## src/rtl/core/csrspmv_pkg.sv

```systemverilog
// ----------------------------------------------------------------------------
// csrspmv_pkg
// Types and constants of the CSR sparse matrix times vector block.
// ----------------------------------------------------------------------------
package csrspmv_pkg;

  localparam int OP_W       = 2;
  localparam int INDEX_W    = 10;
  localparam int VALUE_W    = 32;
  localparam int ROW_W      = 16;
  localparam int ACC_W      = 64;
  localparam int FRAC_W     = 16;
  localparam int IN_DATA_W  = 48;
  localparam int OUT_DATA_W = 48;

  localparam logic [OP_W-1:0] OP_LOAD    = 2'd0;
  localparam logic [OP_W-1:0] OP_NONZERO = 2'd1;
  localparam logic [OP_W-1:0] OP_EMPTY   = 2'd2;

  localparam logic signed [ACC_W-1:0] ACC_MAX = 64'sh7FFF_FFFF_FFFF_FFFF;
  localparam logic signed [ACC_W-1:0] ACC_MIN = 64'sh8000_0000_0000_0000;
  localparam logic signed [ACC_W-1:0] SUM_MAX = 64'sh0000_0000_7FFF_FFFF;
  localparam logic signed [ACC_W-1:0] SUM_MIN = 64'shFFFF_FFFF_8000_0000;

  typedef struct packed {
    logic load_we;
    logic rd_en;
    logic mul_en;
    logic acc_en;
    logic emit;
    logic emit_zero;
  } dp_cmd_t;

  typedef struct packed {
    logic out_free;
  } dp_status_t;

endpackage

```

## src/rtl/core/csrspmv_ctrl.sv

```systemverilog
// ----------------------------------------------------------------------------
// csrspmv_ctrl
// Sequencer that writes loads to the store, steps each nonzero through read,
// multiply and accumulate, and hands off a result at a row end or empty row.
// ----------------------------------------------------------------------------
module csrspmv_ctrl
  import csrspmv_pkg::*;
(
  input  logic            clk,
  input  logic            rst,
  input  logic            in_valid,
  input  logic [OP_W-1:0] in_op,
  input  logic            in_last,
  input  dp_status_t      status,
  output logic            in_ready,
  output dp_cmd_t         cmd
);

  typedef enum logic [3:0] {
    ST_IDLE = 4'b0001,
    ST_MUL  = 4'b0010,
    ST_ACC  = 4'b0100,
    ST_EMIT = 4'b1000
  } state_t;

  state_t state, state_next;
  logic   last, last_next;
  logic   zero_row, zero_row_next;

  assign in_ready = (state == ST_IDLE);

  always_comb begin
    state_next    = state;
    last_next     = last;
    zero_row_next = zero_row;
    cmd           = '0;
    case (state)
      ST_IDLE: begin
        if (in_valid) begin
          case (in_op)
            OP_LOAD: begin
              cmd.load_we = 1'b1;
            end
            OP_NONZERO: begin
              cmd.rd_en     = 1'b1;
              last_next     = in_last;
              zero_row_next = 1'b0;
              state_next    = ST_MUL;
            end
            OP_EMPTY: begin
              zero_row_next = 1'b1;
              state_next    = ST_EMIT;
            end
            default: begin
            end
          endcase
        end
      end
      ST_MUL: begin
        cmd.mul_en = 1'b1;
        state_next = ST_ACC;
      end
      ST_ACC: begin
        cmd.acc_en = 1'b1;
        state_next = last ? ST_EMIT : ST_IDLE;
      end
      ST_EMIT: begin
        if (status.out_free) begin
          cmd.emit      = 1'b1;
          cmd.emit_zero = zero_row;
          state_next    = ST_IDLE;
        end
      end
      default: begin
        state_next = ST_IDLE;
      end
    endcase
  end

  always_ff @(posedge clk) begin
    if (rst) begin
      state    <= ST_IDLE;
      last     <= 1'b0;
      zero_row <= 1'b0;
    end else begin
      state    <= state_next;
      last     <= last_next;
      zero_row <= zero_row_next;
    end
  end

endmodule

```

## config.mk

```make
export PLATFORM = sky130hd
export DESIGN_NAME = csrspmv_ctrl
export DESIGN_NICKNAME = d
export VERILOG_FILES = /design/src/rtl/core/csrspmv_pkg.sv /design/src/rtl/core/csrspmv_ctrl.sv
export SDC_FILE = /design/constraint.sdc
export NUM_CORES = 1
export LEC_CHECK = 0
export ABC_AREA = 0
export BUFFER_PORTS_ARGS = -buffer_cell sky130_fd_sc_hd__buf_2
export CAP_MARGIN = 0
export CORE_AREA = 3 3 40 42
export DETAILED_ROUTE_END_ITERATION = 8
export DIE_AREA = 0 0 43 45
export GPL_ROUTABILITY_DRIVEN = 0
export GPL_TIMING_DRIVEN = 0
export PLACE_DENSITY = 0.58
export SYNTH_ARGS = -nofsm -noshare
export SYNTH_HDL_FRONTEND = slang
export SYNTH_SLANG_ARGS = --single-unit
```

## constraint.sdc

```tcl
create_clock -name clk -period 3.32 [get_ports clk]
set_input_delay 0.996 -clock clk [delete_from_list [all_inputs] [get_ports clk]]
set_output_delay 0.996 -clock clk [all_outputs]
set_load 0.005 [all_outputs]
```

---- After elaboration in Yosys (flattened, before gate mapping) ----
Cells that the tools add are included.
operators by class
  add/sub/neg operators ................... 0
  $mul .................................... 0
  div/mod/pow operators ................... 0
  magnitude comparators ................... 0
  equal/unequal tests ..................... 9
  shifts and indexed selects .............. 0
  mux-type cells .......................... 14
  bitwise gates (word level) .............. 0
  reduce and logical (&&, ||, !) cells .... 5
operators by type and width
  kind                  number
  $pmux W4 S4           1
  $mux W4               3
  $reduce_and A3 Y1     3
  $mux W2               4
  $pmux W4 S2           1
  $eq A4 B1 Y1 const B  1
  $eq A4 B2 Y1 const B  1
  $eq A4 B3 Y1 const B  1
  $eq A4 B4 Y1 const B  1
  $mux W1               4
  $ne A2 B2 Y1 const B  2
  $ne A3 B1 Y1 const B  1
  $eq A2 B1 Y1 const B  1
  $eq A2 B2 Y1 const B  1
  $logic_not A2 Y1      1
  $pmux W1 S2           1
  $reduce_bool A2 Y1    1
storage, ports and cells
  bits in registers ....................... 6
  bits in latches ......................... 0
  memory bits (writable) .................. 0
  bits in read-only memories .............. 0
  input bits .............................. 7
  output and inout port bits .............. 7
  word-level logic and storage cells ...... 31
  memories kept ........................... 0

---- Longest topological paths before layout ----
Gate-level depths: netlist of run 1.
  word-level depth ........................ 4
  gate-level depth with buffers ........... 5
  mapped depth without buffers ............ 5

---- Least setup slack after synthesis of run 1 ----
OpenSTA, ideal clock, no wires.
  path kind ............................... input to output
  start point ............................. input port in_op[1]
  end point ............................... output port cmd[4] (netlist bit)
  arrival ................................. 1.438 ns
  required time ........................... 2.324 ns
  setup slack ............................. 0.886 ns
  cell stages on the path ................. 3
  cells stage by stage .................... inv_1 -> ha_1 -> and3_2
RTL lines
  element          RTL line            source
  start, declared  csrspmv_ctrl.sv:12  input logic [OP_W-1:0] in_op,
  end, declared    csrspmv_ctrl.sv:16  output dp_cmd_t cmd

==> impl_metrics.env, run 1 <==
export IMPL_syn_area_per_cell_um2=9.50
export IMPL_clk_path_buf_depth=2
export IMPL_inserted_diodes=0
export IMPL_clk_pin_slew_worst_paths_ps=50
export IMPL_max_slew_worst_pin_slew_ps=330
export IMPL_flow_area_growth_from_synthesis_pct=25.4
export IMPL_post_synthesis_register_bit_count=6
export IMPL_routedWlPerCell_um=11.7
export IMPL_hold_slack_ps=484
export IMPL_cts_resized_gates=0
export IMPL_route_met3_wl_um=62
export IMPL_number_of_optimization_iterations_in_the_first_detailed_route_pass=3
export IMPL_syn_area_um2=418
export IMPL_fin_util_pct=40.8
export IMPL_drcViolationCount=0
export IMPL_io_buffer_count=13
export IMPL_floorplan_rows=13
export IMPL_worst_endpoint_required_ps=2320
export IMPL_synth_adder_area_share_pct=8.98
export IMPL_clock_tree_root_cell="sky130_fd_sc_hd__clkbuf_4"
export IMPL_final_net_count=72
export IMPL_synth_area_mux_share_pct=12.3
export IMPL_grt_antenna_before_repair=0
export IMPL_clk_latency_ps=240
export IMPL_fp_dieH_um=45
export IMPL_pwr_density_cell_nw_per_um2=529
export IMPL_setup_violations=0
export IMPL_overflow=0
export IMPL_io_pins=14
export IMPL_vias_after_detailed_routing=388
export IMPL_cts_buffer_count=3
export IMPL_wl_met2_um=402
export IMPL_max_freq_mhz=372
export IMPL_fraction_of_the_mapped_netlist_area_in_simple_logic_gates_pct=36.8
export IMPL_yosys_warnings=0
export IMPL_synth_enable_flop_cells=0
export IMPL_synth_compound_area_share_pct=8.98
export IMPL_die_area_um2=1940
export IMPL_setup_repair_after_global_routing_missed_its_margin="no"
export IMPL_route_detailed_vias_per_inst=5.17
export IMPL_yosys_most_used_dff="sky130_fd_sc_hd__dfxtp_1"
export IMPL_crit_fanout=3
export IMPL_synth_distinct_cells=25
export IMPL_synth_cells=44
export IMPL_worstSetupPathType="primary input to output pin"
export IMPL_tritoncts="yes"
export IMPL_cap_violations=0
export IMPL_hp_class="flop to flop"
export IMPL_number_of_clock_sinks=6
export IMPL_arrival_ps=1690
export IMPL_setup_total_negative_slack_ps=0
export IMPL_pin_count_of_the_biggest_net_entering_global_routing=11
export IMPL_grtUsageTotal_pct=10.7
export IMPL_report_final_hold_viol_count=0
export IMPL_timing_critical_path_from_type="primary input"
export IMPL_postSynth_asyncResetShare_pct=0
export IMPL_setup_worst_path_end_class="output pin"
export IMPL_totalWireLength_um=881
export IMPL_cell_area_after_layout_um2=524
export IMPL_totalPowerFinal_w=0.000277
export IMPL_synth_top_family_by_area="simple AND/OR/NAND/NOR gates"
export IMPL_run_status="completed"
export IMPL_ctsHtreeMaxLevel=1
export IMPL_ant_nets=0
export IMPL_power_static_leakage_nw=0.266
export IMPL_placeableCoreArea_um2=1280
export IMPL_grt_first_pass_wirelength_um=1460
export IMPL_initial_core_util_pct=32.5
export IMPL_synth_xor_area_share_pct=0
export IMPL_max_slew_margin_pct=77.4
export IMPL_first_global_vias=358
export IMPL_route_layer_met1_wl_um=407
export IMPL_mappedNetlistNets=54
export IMPL_drive_gt1_share_pct=36.7
export IMPL_fin_skew_ps=2.65
export IMPL_peakVddDrop_mv=0.166
export IMPL_die_w_um=43
export IMPL_top_layer_used="met4"
export IMPL_finalCriticalPeriod_ps=2690
export IMPL_detailedPlacementHpwl_um=709
export IMPL_slew_violations=0
export IMPL_placed_cell_area_um2=502
export IMPL_post_cts_setup_buffers=0
export IMPL_detail_route_iter0_violations=2
export IMPL_postCtsHoldBufs=0
export IMPL_synth_yosys_seq_area_share_pct=28.7
export IMPL_final_clock_period_utilization_by_the_worst_path_pct=80.9
## sequential cells by signal, indices dropped and copies added, names as in the netlist
signal,flops
last,1
state,4
zero_row,1
## final cells by class
cell class	instances	area [µm²]
fillers	144	761
multi-input cells	34	280
flip-flops and latches	6	120
repair buffers	13	65.1
clock buffers	3	22.5
well taps	15	18.8
plain buffers	2	10.0
inverters	2	7.51
## where the power goes
part | switching (W) | internal (W)
Clock | 0.0000270 | 0.0000409
Combinational | 0.0000520 | 0.0000597
Sequential | 0.0000142 | 0.0000833
Total | 0.0000932 | 0.000184
## logic make-up (layout without fill, tap and decap cells)
logic type | count (synthesis) | count (layout)
adder cells (fa/ha/maj) | 3 | 3
buffers and inverters | 4 | 20
multiplexers | 5 | 5
AND/OR/NAND/NOR | 21 | 21
flip-flops | 6 | 6
AO/OA/AOI/OAI | 5 | 5
## worst paths after layout
check                start  endpoint  slack (ps)  cells after the start
hold reg to reg   zero_row  zero_row         480                      2
setup reg to reg  state[3]  state[3]        1790                      4
hold / removal    zero_row  zero_row         480                      2
setup / recovery  in_op[1]    cmd[4]         630                      5
## per-layer routing
metal	track usage [%]	vias to the layer above
met4	9.04	0
li1	-	193
met1	12.7	182
met5	0	-
met2	15.6	11
met3	3.59	2
## worst max-delay path, cell delays in order
cell and delay, ps:
sky130_fd_sc_hd__buf_2 100, sky130_fd_sc_hd__inv_1 70, sky130_fd_sc_hd__ha_1 200, sky130_fd_sc_hd__and3_2 210
sky130_fd_sc_hd__buf_2 110
## stage by stage
stage,std cells,setup WS (ps)
6_report,75,634
3_3_place_gp,72,647
3_5_place_dp,72,620
4_1_cts,75,616
5_1_grt,75,559
2_1_floorplan,44,886
## cells in the final DEF (no fill, tap or decap), types with 2 or more instances in the layout
master,instances
sky130_fd_sc_hd__buf_2,15
sky130_fd_sc_hd__dfxtp_1,6
sky130_fd_sc_hd__nor2_1,5
sky130_fd_sc_hd__mux2i_1,4
sky130_fd_sc_hd__ha_1,3
sky130_fd_sc_hd__clkbuf_4,3
sky130_fd_sc_hd__inv_1,2
sky130_fd_sc_hd__nor4b_1,2
sky130_fd_sc_hd__nor3b_1,2
sky130_fd_sc_hd__nand3b_1,2
## cell usage after synthesis (all sizes together) (2+ instances only)
cell	number	share of area, %
nor2	5	4.5
nor3b	2	3.6
mux2i	4	9.6
and3	2	3.3
o21ai	3	4.5
nor4b	3	9.9
buf	2	2.4
dfxtp	6	29
nand3b	2	3.6
ha	3	9.0
inv	2	1.8
Power figures use the tool's default switching activity.
==> run 2: changes to the inputs <==
Settings changed: ABC_AREA 0 to 1, PLACE_DENSITY 0.58 to 0.6.
Clock period 3.32 ns to 2.8 ns, I/O delays scaled along.
==> impl_metrics.env, run 2 <==
export IMPL_tritoncts="yes"
export IMPL_syn_area_um2=447
export IMPL_setup_worst_path_end_class="output pin"
export IMPL_drive_gt1_share_pct=30.9
export IMPL_yosysTopAreaCell="sky130_fd_sc_hd__dfxtp_1"
export IMPL_sequentialPowerShare_pct=28.7
export IMPL_synth_top_cell_area_share_pct=26.9
export IMPL_ys_top_cells_by_count="13 x sky130_fd_sc_hd__inv_1, 12 x sky130_fd_sc_hd__nand2_1, 8 x sky130_fd_sc_hd__nand3_1, 8 x sky130_fd_sc_hd__nor2_1, 6 x sky130_fd_sc_hd__dfxtp_1"
export IMPL_clk_latency_ps=240
export IMPL_clk_path_buf_depth=2
export IMPL_drcViolationCount=0
export IMPL_largest_register_ff_count=4
export IMPL_cts_resized_gates=0
export IMPL_synth_yosys_seq_area_share_pct=26.9
export IMPL_vias_after_detailed_routing=435
export IMPL_final_clock_period_utilization_by_the_worst_path_pct=81.7
export IMPL_synth_distinct_cells=18
export IMPL_gr_usage_met2_pct=18.3
export IMPL_ant_nets=0
export IMPL_clock_tree_root_cell="sky130_fd_sc_hd__clkbuf_4"
export IMPL_timing_critical_path_cells="buf_2 -> inv_1 -> ha_1 -> nand2_4 -> clkinv_4 -> buf_2"
export IMPL_setup_violations=0
export IMPL_p_sw_share_pct=45.4
export IMPL_rrSetupSlack_ps=1650
export IMPL_hp_class="flop to flop"
export IMPL_grt_antenna_before_repair=0
export IMPL_global_route_usage_met3_pct=4.78
export IMPL_pwr_density_cell_nw_per_um2=809
export IMPL_report_final_hold_viol_count=0
export IMPL_postSynth_asyncResetShare_pct=0
export IMPL_max_slew_worst_pin_slew_ps=209
export IMPL_yosys_warnings=0
export IMPL_max_stage_delay_cell_worst_path="sky130_fd_sc_hd__ha_1"
export IMPL_grtUsageTotal_pct=11.8
export IMPL_die_w_um=43
export IMPL_synth_cells=65
export IMPL_fin_skew_ps=3.54
export IMPL_floorplan_rows=13
export IMPL_flow_area_growth_from_synthesis_pct=23.8
export IMPL_inserted_diodes=0
export IMPL_cellInternalPower_w=0.000244
export IMPL_max_freq_mhz=437
export IMPL_post_cts_setup_buffers=0
export IMPL_totalWireLength_um=872
export IMPL_pin_count_of_the_biggest_net_entering_global_routing=6
export IMPL_busiest_layer="met2"
export IMPL_synth_enable_flop_cells=0
export IMPL_reg2reg_depth=6
export IMPL_routedWlPerCell_um=9.08
export IMPL_gr_usage_met1_pct=12.6
export IMPL_power_static_leakage_nw=0.320
export IMPL_io_pins=14
export IMPL_postCtsHoldBufs=0
export IMPL_setup_total_negative_slack_ps=0
export IMPL_p_comb_share_pct=53.1
export IMPL_post_synthesis_register_bit_count=6
export IMPL_critical_path_most_common_cell="sky130_fd_sc_hd__buf_2"
export IMPL_post_synth_top_count_cell="sky130_fd_sc_hd__inv_1"
export IMPL_synthTopCellsByArea="sky130_fd_sc_hd__dfxtp_1 27%, sky130_fd_sc_hd__inv_1 11%, sky130_fd_sc_hd__nand2_1 10%"
export IMPL_detailedPlacementHpwl_um=736
export IMPL_power_switching_w=0.000203
export IMPL_dp_worst_setup_slack_ps=501
export IMPL_first_global_vias=422
export IMPL_worst_path_largest_cell_delay_ps=210
export IMPL_totalPowerFinal_w=0.000447
export IMPL_most_common_layout_cells="13 x sky130_fd_sc_hd__inv_1, 13 x sky130_fd_sc_hd__buf_2, 12 x sky130_fd_sc_hd__nand2_1"
export IMPL_cap_violations=0
export IMPL_fp_dieH_um=45
export IMPL_timing_critical_path_from_type="primary input"
export IMPL_postLayoutSetupSlackWorst_ps=512
export IMPL_slew_violations=0
export IMPL_place_detailed_instances=93
export IMPL_peakVddDrop_mv=0.451
export IMPL_placeableCoreArea_um2=1280
export IMPL_overflow=0
export IMPL_pwr_share_clk_pct=18.2
export IMPL_yosys_most_used_dff="sky130_fd_sc_hd__dfxtp_1"
export IMPL_initial_core_util_pct=34.8
export IMPL_detail_route_iter0_violations=4
export IMPL_setup_repair_after_global_routing_missed_its_margin="no"
export IMPL_r2r_start="state[1]"
export IMPL_number_of_clock_sinks=6
export IMPL_syn_area_per_cell_um2=6.87
export IMPL_reg_largest_list="state (4), last (1), zero_row (1)"
export IMPL_worst_r2r_endpoint="state[3]"
export IMPL_cts_buffer_count=3
export IMPL_arrival_ps=1450
export IMPL_io_buffer_count=13
export IMPL_finalCriticalPeriod_ps=2290
export IMPL_clk_pin_slew_worst_paths_ps=50
export IMPL_min_from="zero_row"
export IMPL_number_of_optimization_iterations_in_the_first_detailed_route_pass=4
export IMPL_largest_register="state"
export IMPL_route_detailed_vias_per_inst=4.53
export IMPL_max_slew_margin_pct=86.0
export IMPL_grt_first_pass_wirelength_um=1600
export IMPL_final_net_count=93
export IMPL_crit_fanout=2
export IMPL_hold_end="zero_row"
export IMPL_crit_path_start="in_op[1]"
export IMPL_die_area_um2=1940
export IMPL_ctsHtreeMaxLevel=1
export IMPL_mappedNetlistNets=75
export IMPL_worstSetupPathType="primary input to output pin"
export IMPL_hold_path_stages=2
export IMPL_fin_cells=96
export IMPL_run_status="completed"
export IMPL_worst_endpoint_required_ps=1960
## run 2: cell types whose count changed in the layout (fill, tap and decap cells not counted), sizes merged, moves of 3 or more
cell,previous run,this run
inv,2,14
mux2i,4,0
nand2,1,15
nand3,1,8
nor2,5,11
nor4b,3,0
o21ai,3,0
## run 2: worst max-delay path by stage
stage                        end  slack, ps  cells after the start
after global routing      cmd[4]        440                      6
after detailed placement  cmd[4]        500                      6
after floorplan           cmd[4]        740                      4
after CTS                 cmd[4]        500                      6
after global placement    cmd[4]        510                      6
final                     cmd[4]        510                      6
## run 2: metal layers
layer | vias up | part of all wire, %
met5 | - | 0
met4 | 0 | 1.9
met3 | 2 | 6.9
met2 | 14 | 46
met1 | 187 | 45
li1 | 232 | -
## run 2: through the flow
step	hold WS [ps]	area [µm²]	utilization [%]
6_report	466	553	43.0
5_1_grt	477	553	43.0
3_3_place_gp	453	531	41.3
3_5_place_dp	459	531	41.3
2_1_floorplan	433	447	-
4_1_cts	469	553	43.0
## run 2: final cells by class
| cell class | instances | area (µm²) |
|---|---|---|
| clock buffers | 3 | 22.5 |
| fillers | 141 | 732 |
| inverters | 16 | 65.1 |
| multi-input cells | 43 | 262 |
| flip-flops and latches | 6 | 120 |
| well taps | 15 | 18.8 |
| repair buffers | 13 | 65.1 |
## run 2: cell families after synthesis
family | count (synthesis) | share of synthesized area [%]
and+or+nand+nor | 37 | 45.7
adders and majority gates | 3 | 8.40
buffers and inverters | 16 | 14.6
DFF | 6 | 26.9
AOI/OAI and AO/OA | 3 | 4.48
## run 2: power by group through the flow
stage                     combinational, W  clock [W]  sequential (W)
after floorplan                   0.000189          0        0.000126
after global placement            0.000235          0        0.000130
after detailed placement          0.000237          0        0.000130
after CTS                         0.000238  0.0000855        0.000128
after global routing              0.000276  0.0000924        0.000131
final                             0.000237  0.0000814        0.000128
## run 2: worst max-delay path: cells and delay by family
kind                       cells  cell delay [ps]
adders and majority gates      1              210
and+or+nand+nor                1               90
buffers and inverters          4              290
